`config.mk`:
```
export PLATFORM = sky130hd
export DESIGN_NAME = smss_ctrl
export DESIGN_NICKNAME = d
export VERILOG_FILES = /design/src/hdl/smss_pkg.sv /design/src/hdl/smss_ctrl.sv
export VERILOG_INCLUDE_DIRS = /design/src /design/src/hdl
export SDC_FILE = /design/constraint.sdc
export NUM_CORES = 1
export LEC_CHECK = 0
export ABC_AREA = 1
export BUFFER_PORTS_ARGS = -buffer_cell sky130_fd_sc_hd__clkbuf_2
export CORE_MARGIN = 1
export CORE_UTILIZATION = 39
export CTS_BUF_LIST = sky130_fd_sc_hd__clkbuf_8 sky130_fd_sc_hd__clkbuf_16
export CTS_CLUSTER_DIAMETER = 40
export DETAILED_ROUTE_END_ITERATION = 10
export GPL_TIMING_DRIVEN = 0
export SLEW_MARGIN = 5
export SYNTH_ARGS = -nofsm -noshare
export SYNTH_HDL_FRONTEND = slang
export SYNTH_SLANG_ARGS = --single-unit
export TNS_END_PERCENT = 50
```
`constraint.sdc`:
```
create_clock -name i_clk -period 8.7 [get_ports i_clk]
set_clock_uncertainty 0.2 [all_clocks]
set_input_delay 0.435 -clock i_clk [delete_from_list [all_inputs] [get_ports i_clk]]
set_output_delay 0.435 -clock i_clk [all_outputs]
set_load 0.01 [all_outputs]
```
`src/hdl/sorted_matrix_staircase_search_assert.svh`:
```
// ----------------------------------------------------------------------------
// Assertion macros for the staircase search block
// Shared property forms, clocked on i_clk and disabled during reset.
// ----------------------------------------------------------------------------
`ifndef SORTED_MATRIX_STAIRCASE_SEARCH_ASSERT_SVH
`define SORTED_MATRIX_STAIRCASE_SEARCH_ASSERT_SVH

// Consequent must hold in the same cycle as the antecedent.
`define SMSS_ASSERT_SAME(label, ante, cons, msg) \
    label: assert property (@(posedge i_clk) disable iff (!i_rst_n) \
        (ante) |-> (cons)) else $error(msg);

// Consequent must hold in the cycle after the antecedent.
`define SMSS_ASSERT_NEXT(label, ante, cons, msg) \
    label: assert property (@(posedge i_clk) disable iff (!i_rst_n) \
        (ante) |=> (cons)) else $error(msg);

`endif

```
`src/hdl/smss_pkg.sv`:
```
// ----------------------------------------------------------------------------
// smss_pkg
// Shared constants and types of the sorted-matrix staircase search block.
// ----------------------------------------------------------------------------
package smss_pkg;

    // Default sizes of the matrix store.
    localparam int DEF_MAX_ROWS    = 32;
    localparam int DEF_MAX_COLS    = 32;
    localparam int DEF_VALUE_WIDTH = 32;

    // Fixed field widths.
    localparam int AREA_W     = 6;
    localparam int IDX_W      = 5;
    localparam int IN_VALUE_W = 32;
    localparam int CFG_IDX_W  = 2;

    // Configuration register indexes and reset values.
    localparam logic [CFG_IDX_W-1:0] REG_ROWS = 2'd0;
    localparam logic [CFG_IDX_W-1:0] REG_COLS = 2'd1;
    localparam logic [AREA_W-1:0]    AREA_RESET = 6'd32;

    // Item opcodes.
    localparam logic OP_WRITE = 1'b0;

    // Clamped search area.
    typedef struct packed {
        logic [AREA_W-1:0] nrows;
        logic [AREA_W-1:0] ncols;
    } t_area;

    // One search result.
    typedef struct packed {
        logic             found;
        logic [IDX_W-1:0] hit_row;
        logic [IDX_W-1:0] hit_col;
    } t_result;

endpackage

```
`src/hdl/smss_ctrl.sv`:
```
// ----------------------------------------------------------------------------
// smss_ctrl
// Item sequencer: decodes writes and walks the staircase path of a search,
// one store read per step, tracking the store address incrementally.
// ----------------------------------------------------------------------------
`include "sorted_matrix_staircase_search_assert.svh"

module smss_ctrl import smss_pkg::*; #(
    parameter int MAX_ROWS    = DEF_MAX_ROWS,
    parameter int MAX_COLS    = DEF_MAX_COLS,
    parameter int VALUE_WIDTH = DEF_VALUE_WIDTH,
    parameter int ADDR_W      = 10
) (
    input  logic                          i_clk,
    input  logic                          i_rst_n,
    input  logic                          i_in_valid,
    output logic                          o_in_stall,
    input  logic                          i_opcode,
    input  logic [IDX_W-1:0]              i_entry_row,
    input  logic [IDX_W-1:0]              i_entry_col,
    input  logic signed [VALUE_WIDTH-1:0] i_key,
    input  t_area                         i_area,
    output logic                          o_wr_en,
    output logic [ADDR_W-1:0]             o_wr_addr,
    output logic [ADDR_W-1:0]             o_rd_addr,
    input  logic signed [VALUE_WIDTH-1:0] i_rd_data,
    output logic                          o_res_valid,
    output t_result                       o_res,
    input  logic                          i_res_take
);

    typedef enum logic [2:0] {
        ST_IDLE   = 3'b001,
        ST_SEARCH = 3'b010,
        ST_FINISH = 3'b100
    } t_state;

    localparam logic [ADDR_W-1:0] COL_STEP = ADDR_W'(MAX_COLS);

    t_state                   r_state, n_state;
    logic [AREA_W-1:0]        r_row, n_row;
    logic [AREA_W-1:0]        r_col, n_col;
    logic [ADDR_W-1:0]        r_addr, n_addr;
    logic signed [VALUE_WIDTH-1:0] r_key, n_key;
    t_result                  r_res, n_res;

    logic              wr_in_range;
    logic              area_empty;
    logic [ADDR_W-1:0] start_addr;
    logic              key_eq;
    logic              key_lt;

    // Write address and range check.
    assign wr_in_range = (32'(i_entry_row) < MAX_ROWS) && (32'(i_entry_col) < MAX_COLS);
    assign o_wr_addr   = ADDR_W'(32'(i_entry_row) * MAX_COLS + 32'(i_entry_col));

    // Bottom-left corner of the area.
    assign area_empty = (i_area.nrows == '0) || (i_area.ncols == '0);
    assign start_addr = ADDR_W'(32'(i_area.nrows - 6'd1) * MAX_COLS);

    // Compare the key with the entry read in the previous cycle.
    assign key_eq = (r_key == i_rd_data);
    assign key_lt = (r_key < i_rd_data);

    // Next-state logic: write decode, the search walk and the result hand-over.
    always_comb begin
        n_state = r_state;
        n_row   = r_row;
        n_col   = r_col;
        n_addr  = r_addr;
        n_key   = r_key;
        n_res   = r_res;
        o_wr_en = 1'b0;
        unique case (r_state)
            ST_IDLE: begin
                if (i_in_valid) begin
                    if (i_opcode == OP_WRITE) begin
                        o_wr_en = wr_in_range;
                    end else begin
                        n_key = i_key;
                        n_res = '0;
                        if (area_empty) begin
                            n_state = ST_FINISH;
                        end else begin
                            n_row   = i_area.nrows;
                            n_col   = '0;
                            n_addr  = start_addr;
                            n_state = ST_SEARCH;
                        end
                    end
                end
            end
            ST_SEARCH: begin
                if (key_eq) begin
                    n_res.found   = 1'b1;
                    n_res.hit_row = IDX_W'(r_row - 6'd1);
                    n_res.hit_col = IDX_W'(r_col);
                    n_state       = ST_FINISH;
                end else if (key_lt) begin
                    if (r_row == 6'd1) begin
                        n_state = ST_FINISH;
                    end else begin
                        n_row  = r_row - 6'd1;
                        n_addr = r_addr - COL_STEP;
                    end
                end else begin
                    if ((r_col + 6'd1) >= i_area.ncols) begin
                        n_state = ST_FINISH;
                    end else begin
                        n_col  = r_col + 6'd1;
                        n_addr = r_addr + ADDR_W'(1);
                    end
                end
            end
            ST_FINISH: begin
                if (i_res_take) begin
                    n_state = ST_IDLE;
                end
            end
            default: begin
                n_state = ST_IDLE;
            end
        endcase
    end

    // The store is read at the next position every cycle.
    assign o_rd_addr = n_addr;

    // Control state.
    always_ff @(posedge i_clk) begin
        if (!i_rst_n) begin
            r_state <= ST_IDLE;
        end else begin
            r_state <= n_state;
        end
    end

    // Walk position, key and result.
    always_ff @(posedge i_clk) begin
        r_row  <= n_row;
        r_col  <= n_col;
        r_addr <= n_addr;
        r_key  <= n_key;
        r_res  <= n_res;
    end

    assign o_in_stall  = (r_state != ST_IDLE);
    assign o_res_valid = (r_state == ST_FINISH);
    assign o_res       = r_res;

    // Checks.
    `SMSS_ASSERT_SAME(a_addr_tracks_pos, r_state == ST_SEARCH, r_addr == ADDR_W'(32'(r_row - 6'd1) * MAX_COLS + 32'(r_col)), "store address out of step with position")
    `SMSS_ASSERT_SAME(a_pos_in_area, r_state == ST_SEARCH, (r_row != '0) && (r_row <= i_area.nrows) && (r_col < i_area.ncols), "search position outside the area")
    `SMSS_ASSERT_NEXT(a_search_starts, (r_state == ST_IDLE) && i_in_valid && (i_opcode != OP_WRITE) && !area_empty, (r_state == ST_SEARCH) && (r_col == '0) && (r_row == $past(i_area.nrows)), "search did not start at the corner")
    `SMSS_ASSERT_NEXT(a_res_holds, o_res_valid && !i_res_take, o_res_valid && $stable(o_res), "pending result changed before it was taken")
    `SMSS_ASSERT_SAME(a_no_write_busy, o_wr_en, r_state == ST_IDLE, "store written during a search")

endmodule

```
; ---- After elaboration in Yosys (flattened, before gate mapping)
; Cells that the tools add are included.
[classes]
n_eq_ne = 18
addsub = 6
n_shift = 0
mux = 38
reduce_logical = 9
bitwise = 0
order_cmp = 2
multipliers = 0
div = 0
[ops]
columns = op, count
row1 = 6-bit two-way mux, 12
row2 = 10-bit two-way mux, 7
row3 = 11-bit two-way mux, 3
row4 = 32-bit == test, 1
row5 = 32-bit < comparator, 1
row6 = 3-bit two-way mux, 8
row7 = 6-bit case mux with 2 select lines, 2
row8 = 11-bit case mux with 2 select lines, 1
row9 = 10-bit case mux with 2 select lines, 1
row10 = "2-bit inequality test, second input constant", 9
row11 = 7-bit AND reduction, 2
row12 = 6-bit zero test, 2
row13 = "10-bit by 1-bit adder with 10-bit output, second input constant", 1
row14 = 10-bit by 5-bit adder with 10-bit output, 1
row15 = "10-bit by 6-bit subtractor with 10-bit output, second input constant", 1
row16 = 3-bit case mux with 3 select lines, 1
row17 = "4-bit inequality test, second input constant", 2
row18 = "6-bit by 1-bit adder with 6-bit output, second input constant", 1
row19 = "6-bit by 1-bit == test with 1-bit output, second input constant", 1
row20 = 6-bit greater-or-equal comparator, 1
row21 = "6-bit by 1-bit subtractor with 6-bit output, second input constant", 1
row22 = 5-bit AND reduction, 1
row23 = "5-bit by 1-bit subtractor with 5-bit output, second input constant", 1
row24 = 4-bit AND reduction, 1
row25 = other kinds (9), 11
[word_totals]
latch_bits = 0
register_bits = 68
ram_bits = 0
inputBits = 91
out_inout_bits = 34
mem_count = 0
rom_bits = 0
elab_cells = 81

; ---- Logic depth before layout (Yosys ltp)
; Gate-level depths: netlist of the first run.
[logic_depth]
word_depth = 6
ltp_mapped = 20
depth_no_buf = 20

; ---- Worst setup path before layout of the first run
; Ideal clock, no wire load.
[synth_timing]
kind = reg2out
startpoint = reg r_col[0]
endpoint = out o_rd_addr[5]
required_time_ps = 8065
path_stages_with_launch = 18
arrival_time_ps = 2337
slack_ps = 5728
n_path_buf = 0
cell_sequence = edfxtp_1 -> ha_1 -> nand2_1 -> inv_1 -> nand2_1 -> xor2_1 -> inv_1 -> ha_1 -> nand2_1 -> o21a_1 -> nand2_1 -> nor2_1 -> nand3_1 -> inv_1 -> nand2_1 -> nand3_1 -> o21ai_0 -> o21ai_1
[synth_via]
elab_chain_len = 6
[synth_rtl]
columns = item, line_no
row1 = "start, declared", smss_ctrl.sv:42  ; logic [AREA_W-1:0] r_col, n_col;
row2 = "start signal, assigned", smss_ctrl.sv:141  ; r_col <= n_col;
row3 = 6-bit by 1-bit adder with 6-bit output, smss_ctrl.sv:107  ; if ((r_col + 6'd1) >= i_area.ncols) begin
row4 = 6-bit greater-or-equal comparator, smss_ctrl.sv:107
row5 = 10-bit two-way mux, smss_ctrl.sv:107
row6 = 10-bit two-way mux, smss_ctrl.sv:99  ; end else if (key_lt) begin
row7 = 10-bit two-way mux, smss_ctrl.sv:94  ; if (key_eq) begin
row8 = 10-bit case mux with 2 select lines, smss_ctrl.sv:74  ; unique case (r_state)
row9 = "end, declared", smss_ctrl.sv:25  ; output logic [ADDR_W-1:0] o_rd_addr,
; No other way between the ends.

; ---- Worst setup path after layout of the first run
[layout_timing]
startpoint = reg r_col[0]
endpoint = out o_rd_addr[7]
; Same word-level chain as after synthesis.

==> run metrics, run 1 <==
reg-to-reg startpoint=r_col[0]$_SDFFCE_PN0P_; Setup TNS=0 ns; CP endpoint kind=output pin; syn_nets=616; main combinational cell family by area after synthesis=simple AND/OR/NAND/NOR gates; Compound-Gate Fraction of Synth Area=6.21%; Initial Util=40.6%; CTS Sinks=68; most frequent cells in the layout=clkbuf_2 (114), nand2_1 (94), inv_1 (92); Seq/Total Area, Yosys=45.2%; initial antenna violation count=0; pre-CTS setup slack=5.23 ns; post_cts resized=0; RSZ-0062 raised after global routing=false; GR Util met2=between 20% and 30%; r2r setup slk=between 5 and 6 ns; WL/cell=~12 um; Syn-to-layout area delta=23.5%; Slew Viols, Final=0; CP required=8.07 ns; core box area=10400 um2; crit-path most repeated cell=nand2_1; row count=37; Ports=between 100 and 150; Worst Tran Pin Value=between 0.9 and 1 ns; most used routing layer=met2; Gate Count Post-Synth=480; Setup Fix Bufs, Post-CTS=0; LEAKAGE=between 2 and 3 nW; Die H=approximately 110 um; met1 Use GR=between 10% and 20%; iteration count of the initial detailed-routing pass=4; total grt overflow=0; Worst-path clk slew=about 0.08 ns; hold path startpoint=i_key[9]; Setup CP Type=reg2out; Critical Path Max Stage Delay=roughly 0.47 ns; multiplexer share of the synthesized area=less than 1%; Hold Path Class=in2reg; via count=between 3000 and 4000; cts bufs inserted=9; largest net degree at the start of global routing=33; DIE WIDTH=~110 um; commonest non-fill, non-tap cell in the layout=clkbuf_2; fillers=between 900 and 1000; post-layout net count=around 740; CP Cell Sequence=nand3_1 > nor2_1 > nand2_1 > xor2_1 > inv_1 > ha_1 > nand2_1 > inv_1 > nor2_1 > o21a_1 > nand2_1 > nor2_1 > nand3_1 > inv_1 > a21oi_1 > o21ai_0 > nand3_1 > nand2_1 > clkbuf_2; initial drt markers=90; VDD IR max=97.6 uV; ys flop type=edfxtp_1; diode count=0; GRT Total Usage=between 10% and 20%; Power Total=~1.1 mW; H-tree depth=3; YS warnings=0; startpoint types=register; share of layout cells above drive strength 1=25.9%; synthesized area per cell=around 9 um2; CP max-delay cell=edfxtp_1; Post-DRT Antenna Nets=0; Vias/cell=4.63; PortBufs=114; Top delay family on crit path=simple AND/OR/NAND/NOR gates; die area=around 11000 um2; Max-Cap Viols=0; Critical path origin=r_col[0]$_SDFFCE_PN0P_; final setup violation count=0; ys async rst share=0%; number of global-route vias before repair=between 3000 and 4000; CTS tree=yes; final hold violation count=0; CTS Hold Bufs=0; fraction of the mapped netlist area in adder cells=a little over an eighth; pwr dens=approximately 210 nW/um2; Clk Latency, worst-skew pair=around 0.35 ns; DRC=0; M3 GR Usage=under 10%; global-route wire length before repair=14.4 mm; WP buf/inv=4; CTS max path bufs=2; final wirelength=a little under 9 mm; synth unique cells=38; Seq cells post-synth=68; crit path DAT=3.28 ns; f_max=between 200 and 300 MHz; highest net fanout along the worst path=5; GPL Wtd Cong=0.846; Post-Synth Simple-Gate Area=between 20% and 30%; Post-Synth XOR/XNOR Area=a little over 3%; Post-synth EDFFs=55; period utilization=between 40% and 50%; outcome=finished clean; HPWL Detailed=around 7.0 mm; max_slew headroom=just under 40%; final worst path period need=between 3 and 4 ns; CTS root buffer=clkbuf_8; final worst setup slack=around 4.8 ns; mapped cell area=between 4000 and 5000 um2
-- cells by family (layout without fill, tap and decap cells) --
| logic type | after synthesis | in the layout |
|---|---|---|
| adders and majority gates | 45 | 45 |
| AOI/OAI and AO/OA | 45 | 45 |
| DFF | 68 | 68 |
| buffers and inverters | 106 | 237 |
| xor gates and xnor gates | 15 | 15 |
| and+or+nand+nor | 200 | 200 |
| muxes | 1 | 1 |
-- cells in the mapped netlist (3+ instances only) --
| master | number | area share [%] |
|---|---|---|
| o21a_1 | 3 | 0.53 |
| nand2_2 | 5 | 0.74 |
| edfxtp_1 | 55 | 39 |
| o21ai_0 | 11 | 1.3 |
| nor3_1 | 8 | 0.95 |
| nand3_1 | 26 | 3.1 |
| inv_1 | 92 | 8.2 |
| nor2_1 | 43 | 3.8 |
| xor2_1 | 12 | 2.5 |
| nand4_1 | 9 | 1.3 |
| buf_4 | 10 | 1.8 |
| a21oi_1 | 19 | 2.2 |
| ha_1 | 45 | 13 |
| nand2_4 | 3 | 0.80 |
| dfxtp_1 | 13 | 6.2 |
| a22oi_1 | 4 | 0.71 |
| xnor2_1 | 3 | 0.62 |
| nand2_1 | 94 | 8.3 |
-- worst register-to-register path, delay by kind of cell (launching register included) --
kind	cells	cell delay (ns)
adder cells (fa/ha/maj)	1	0.29
buffers and inverters	3	0.22
AO/OA/AOI/OAI	3	0.43
XOR/XNOR	1	0.23
AND/OR/NAND/NOR	10	1.15
flip-flops	1	0.47
-- sequential cells by signal, indices dropped and copies added, names as in the netlist --
signal,cells
o_res,11
r_state,3
r_row,6
r_addr,10
r_col,6
r_key,32
-- metrics by stage --
step / utilization (%) / hold WS, ns / cells / area, um2
after CTS: 50.2 / 0.0382 / 747 / 5230
after global placement: 47.7 / 0.299 / 730 / 4970
final: 50.2 / 0.0558 / 747 / 5230
after detailed placement: 47.9 / 0.310 / 731 / 4990
after floorplan: - / 0.319 / 480 / 4230
after global routing: 50.2 / 0.0348 / 747 / 5230
-- layout make-up --
type | instances | area (um2) | share of cell area (%)
clock inverters | 7 | 114 | 2.18
clock buffers | 9 | 124 | 2.37
plain buffers | 14 | 105 | 2.01
well taps | 136 | 170 | 3.26
repair buffers | 115 | 578 | 11.1
multi-input cells | 306 | 1880 | 35.9
inverters | 92 | 345 | 6.61
flip-flops and latches | 68 | 1910 | 36.6
-- layer usage --
metal	share of wire [%]	routed length, um
met5	0	0
met4	1.2	103
met3	5.1	445
met2	49	4280
met1	44	3840
-- power by group --
group / switching [mW] / total (mW) / leakage, nW / internal [mW]
registers: 0.0349 / 0.446 / 0.621 / 0.411
clock network: 0.127 / 0.317 / 0.115 / 0.190
logic: 0.211 / 0.344 / 1.95 / 0.134
total: 0.373 / 1.11 / 2.68 / 0.734
-- path summary, 6_finish.rpt --
| check | to | depth (start not counted) |
|---|---|---|
| worst min-delay path | r_key[9]$_DFFE_PP_ | 1 |
| worst max register to register | r_addr[7]$_DFF_P_ | 18 |
| worst max-delay path | o_rd_addr[7] | 19 |
| worst min register to register | r_addr[1]$_DFF_P_ | 2 |
Power figures use the tool's default switching activity.
==> inputs of run 2 (changes only) <==
--- a/config.mk
+++ b/config.mk
@@ -6,7 +6,7 @@
 export SDC_FILE = /design/constraint.sdc
 export NUM_CORES = 1
 export LEC_CHECK = 0
-export ABC_AREA = 1
+export ABC_AREA = 0
 export BUFFER_PORTS_ARGS = -buffer_cell sky130_fd_sc_hd__clkbuf_2
 export CORE_MARGIN = 1
 export CORE_UTILIZATION = 39
@@ -14,6 +14,7 @@
 export CTS_CLUSTER_DIAMETER = 40
 export DETAILED_ROUTE_END_ITERATION = 10
 export GPL_TIMING_DRIVEN = 0
+export PLACE_DENSITY = 0.66
 export SLEW_MARGIN = 5
 export SYNTH_ARGS = -nofsm -noshare
 export SYNTH_HDL_FRONTEND = slang
==> constraint.sdc (replaced) <==
create_clock -name i_clk -period 3.3 [get_ports i_clk]
set_clock_uncertainty 0.2 [all_clocks]
set_input_delay 0.165 -clock i_clk [delete_from_list [all_inputs] [get_ports i_clk]]
set_output_delay 0.165 -clock i_clk [all_outputs]
set_load 0.01 [all_outputs]
==> run 2 against run 1 <==
Worst setup slack worse by 5.1 ns; hold slack got worse by 0.013 ns; the run now ends with setup timing left; critical path type unchanged; flip-flop and latch count unchanged; wire length grew 7.4%; largest power group unchanged.
==> run metrics, run 2 <==
reg-to-reg startpoint=r_key[11]$_DFFE_PP_; cts bufs inserted=9 (unchanged); WL/cell=13.6 um (+18%); Setup CP Type=reg2out; Clk Latency, worst-skew pair=0.35 ns (about the same); Post-DRT Antenna Nets=0 (unchanged); CTS tree=yes; r2r setup slk=0.11 ns (-5.55 ns); YS warnings=0 (unchanged); Yosys top cell area share=42.0% (+3.0 points); area of placed instances=4700 um2 (-5.8%); DIE WIDTH=102 um (-3.5%); ys flop type=edfxtp_1; mapped cell area=3930 um2 (-7.1%); Vias/cell=4.85 (+4.7%); ys async rst share=0% (unchanged); Initial Util=40.2% (-0.39 points); post-synth top area cell=edfxtp_1; CP Cell Sequence=ha_4 > nand4_1 > nor4_2 > a21boi_2 > or4_4 > a21o_4 > nand2_2 > or3_4 > buf_8 > o211ai_1 > o31ai_2 > clkbuf_2; initial drt markers=97 (+7.8%); Seq cells post-synth=68 (unchanged); CP required=2.93 ns (-5.14 ns); startpoint types=register; Worst Tran Pin Value=0.609 ns (-0.302 ns); highest net fanout along the worst path=10 (+5); Post-Synth Simple-Gate Area=14.2% (-7.1 points); Critical Path Max Stage Delay=0.43 ns (-0.04 ns); period utilization=108%; Hold EP=r_state[0]$_SDFFE_PN1P_; diode count=0 (unchanged); PortBufs=114 (unchanged); top-count cell post-synth=edfxtp_1; Hold Path Depth=4 (+3); Setup TNS=-1.95 ns (-1.95 ns); core box area=9770 um2 (-6.2%); failing checks=setup timing; final worst setup slack=-0.266 ns (-5.05 ns); row count=36 (-2.7%); Max-Cap Viols=0 (unchanged); Worst-path clk slew=0.07 ns (about the same); synth unique cells=55 (+45%); Post-synth EDFFs=55 (unchanged); GPL Wtd Cong=0.896 (+6.0%); max reg flops=32 (unchanged); Synth area leaders=edfxtp_1 (42%), ha_1 (14%), dfxtp_1 (6.6%), inv_1 (5.0%), a21o_1 (2.5%); most frequent cells after synthesis=edfxtp_1 (55), inv_1 (52), ha_1 (45); Slew Viols, Final=0 (unchanged); share of layout cells above drive strength 1=36.1% (+10 points); CTS Sinks=68 (unchanged); reg2reg path depth=10 (-8); HPWL Detailed=6.70 mm (-4.1%); fillers=877 (-11%); post-layout net count=680 (-8.4%); worst hold slack=0.0427 ns (-0.0131 ns); initial antenna violation count=0 (unchanged); Critical path origin=r_key[11]$_DFFE_PP_; f_max=~280 MHz; reg2reg end=r_col[2]$_SDFFCE_PN0P_; Ports=125 (unchanged); global-route wire length before repair=14.5 mm (+0.33%); total grt overflow=0 (unchanged); max_slew headroom=59.4% (+20 points); final hold violation count=0 (unchanged); Hold Path Class=in2reg; largest net degree at the start of global routing=31 (-6.1%); syn_nets=503 (-18%); die area=10500 um2 (-6.9%); GRT Total Usage=18.4% (+2.0 points); Power Total=2.53 mW (+130%); Seq/Total Area, Yosys=48.6% (+3.4 points); final worst path period need=between 3 and 4 ns; Die H=102 um (-3.5%); RSZ-0062 raised after global routing=true; crit path DAT=3.20 ns (-0.08 ns); synthesized area per cell=10.7 um2 (+22%); VDD IR max=209 uV (+110%); outcome=complete, but fails checks; fraction of the mapped netlist area in adder cells=14.3% (+1.0 points); final setup violation count=10 (+10); H-tree depth=3 (unchanged); CP max-delay cell=edfxtp_1; Gate Count Post-Synth=367 (-24%); Compound-Gate Fraction of Synth Area=12.2% (+6.0 points); LEAKAGE=2.65 nW (-1.4%); post-route cell area=5650 um2 (+8.1%); commonest non-fill, non-tap cell in the layout=clkbuf_2; most frequent cells in the layout=clkbuf_2 (110), edfxtp_1 (55), inv_1 (54); CTS max path bufs=2 (unchanged); largest reg by FF count=r_key; final wirelength=9.31 mm (+7.4%); CP endpoint kind=output pin; iteration count of the initial detailed-routing pass=4 (unchanged); Core Util, Final=57.8% (+7.6 points); via count=3307 (-4.4%); main combinational cell family by area after synthesis=adder cells; Post-Synth XOR/XNOR Area=2.67% (-0.43 points); Syn-to-layout area delta=43.6%; hold path startpoint=i_opcode; pwr dens=449 nW/um2 (+110%); multiplexer share of the synthesized area=0.255% (+0.018 points); DRC=0 (unchanged); CTS root buffer=clkbuf_8; number of global-route vias before repair=3282 (-1.4%)
run 2: cell types whose count changed after synthesis, moves of 10 or more:
| cell | delta |
|---|---|
| nand2_1 | -73 |
| inv_1 | -40 |
| nor2_1 | -26 |
| a21o_1 | +12 |
| nand3_1 | -12 |
| and2_1 | +10 |
run 2: where the power goes:
part           internal (mW)  switching, mW  total [mW]
clock                  0.325          0.309       0.634
combinational          0.362          0.398       0.760
sequential              1.05         0.0869        1.14
run 2: worst max-delay path by stage:
stage	slack, ns	depth (start not counted)	end
2_1_floorplan	0.07	10	r_row[0]$_DFFE_PP_
3_3_place_gp	-0.79	7	r_row[0]$_DFFE_PP_
6_report	-0.27	12	o_rd_addr[2]
3_5_place_dp	-0.34	10	r_row[0]$_DFFE_PP_
4_1_cts	-0.22	11	o_rd_addr[9]
5_1_grt	-0.44	12	o_rd_addr[2]
run 2: kinds of logic (layout without fill, tap and decap cells):
kind of cell    Yosys count  count (layout)
fa+ha+maj                45              45
buf+inv                  68             250
compound gates           70              70
xor+xnor                 12              12
flops                    68              68
simple gates            103             103
mux                       1               1
run 2: timing repair:
item | in CTS | in global routing
pin swaps | 19 | 12
buffers inserted | 9 | 3
hold buffers | 40 | 0
gates resized for setup | 32 | 23
endpoints found under the hold margin | 41 | 0
endpoints found under the setup margin | 22 | 16
run 2: through the flow:
step / cells / worst slack (ns)
after floorplan: 367 / 0.0653
after global placement: 614 / -0.788
after detailed placement: 615 / -0.338
after CTS: 679 / -0.224
after global routing: 682 / -0.435
final: 682 / -0.266
run 2: area by class of cell:
class	instances	area, um2	area share [%]
clock buffer	12	165	2.92
timing repair buffer	167	1100	19.4
clock inverter	4	16.3	0.288
buffer	15	106	1.88
inverter	52	195	3.46
tap	133	166	2.95
multi-input combinational	231	1990	35.2
sequential	68	1910	33.9
run 2: metal layers:
| layer | up-vias | global-route usage [%] | part of all wire [%] | wire, um |
|---|---|---|---|---|
| met5 | - | 0 | 0 | 0 |
| met4 | 0 | 8.13 | 1.6 | 148 |
| met3 | 11 | 3.63 | 4.0 | 372 |
| met2 | 84 | 32.7 | 51 | 4770 |
| met1 | 1546 | 21.4 | 43 | 4020 |
| li1 | 1666 | - | - | - |
run 2: worst max-delay path: cells and delay by family (launching register included):
kind	cells	cell delay (ns)
AOI/OAI and AO/OA	4	0.69
and+or+nand+nor	5	1.13
DFF	1	0.43
adders and majority gates	1	0.30
buffers and inverters	2	0.29
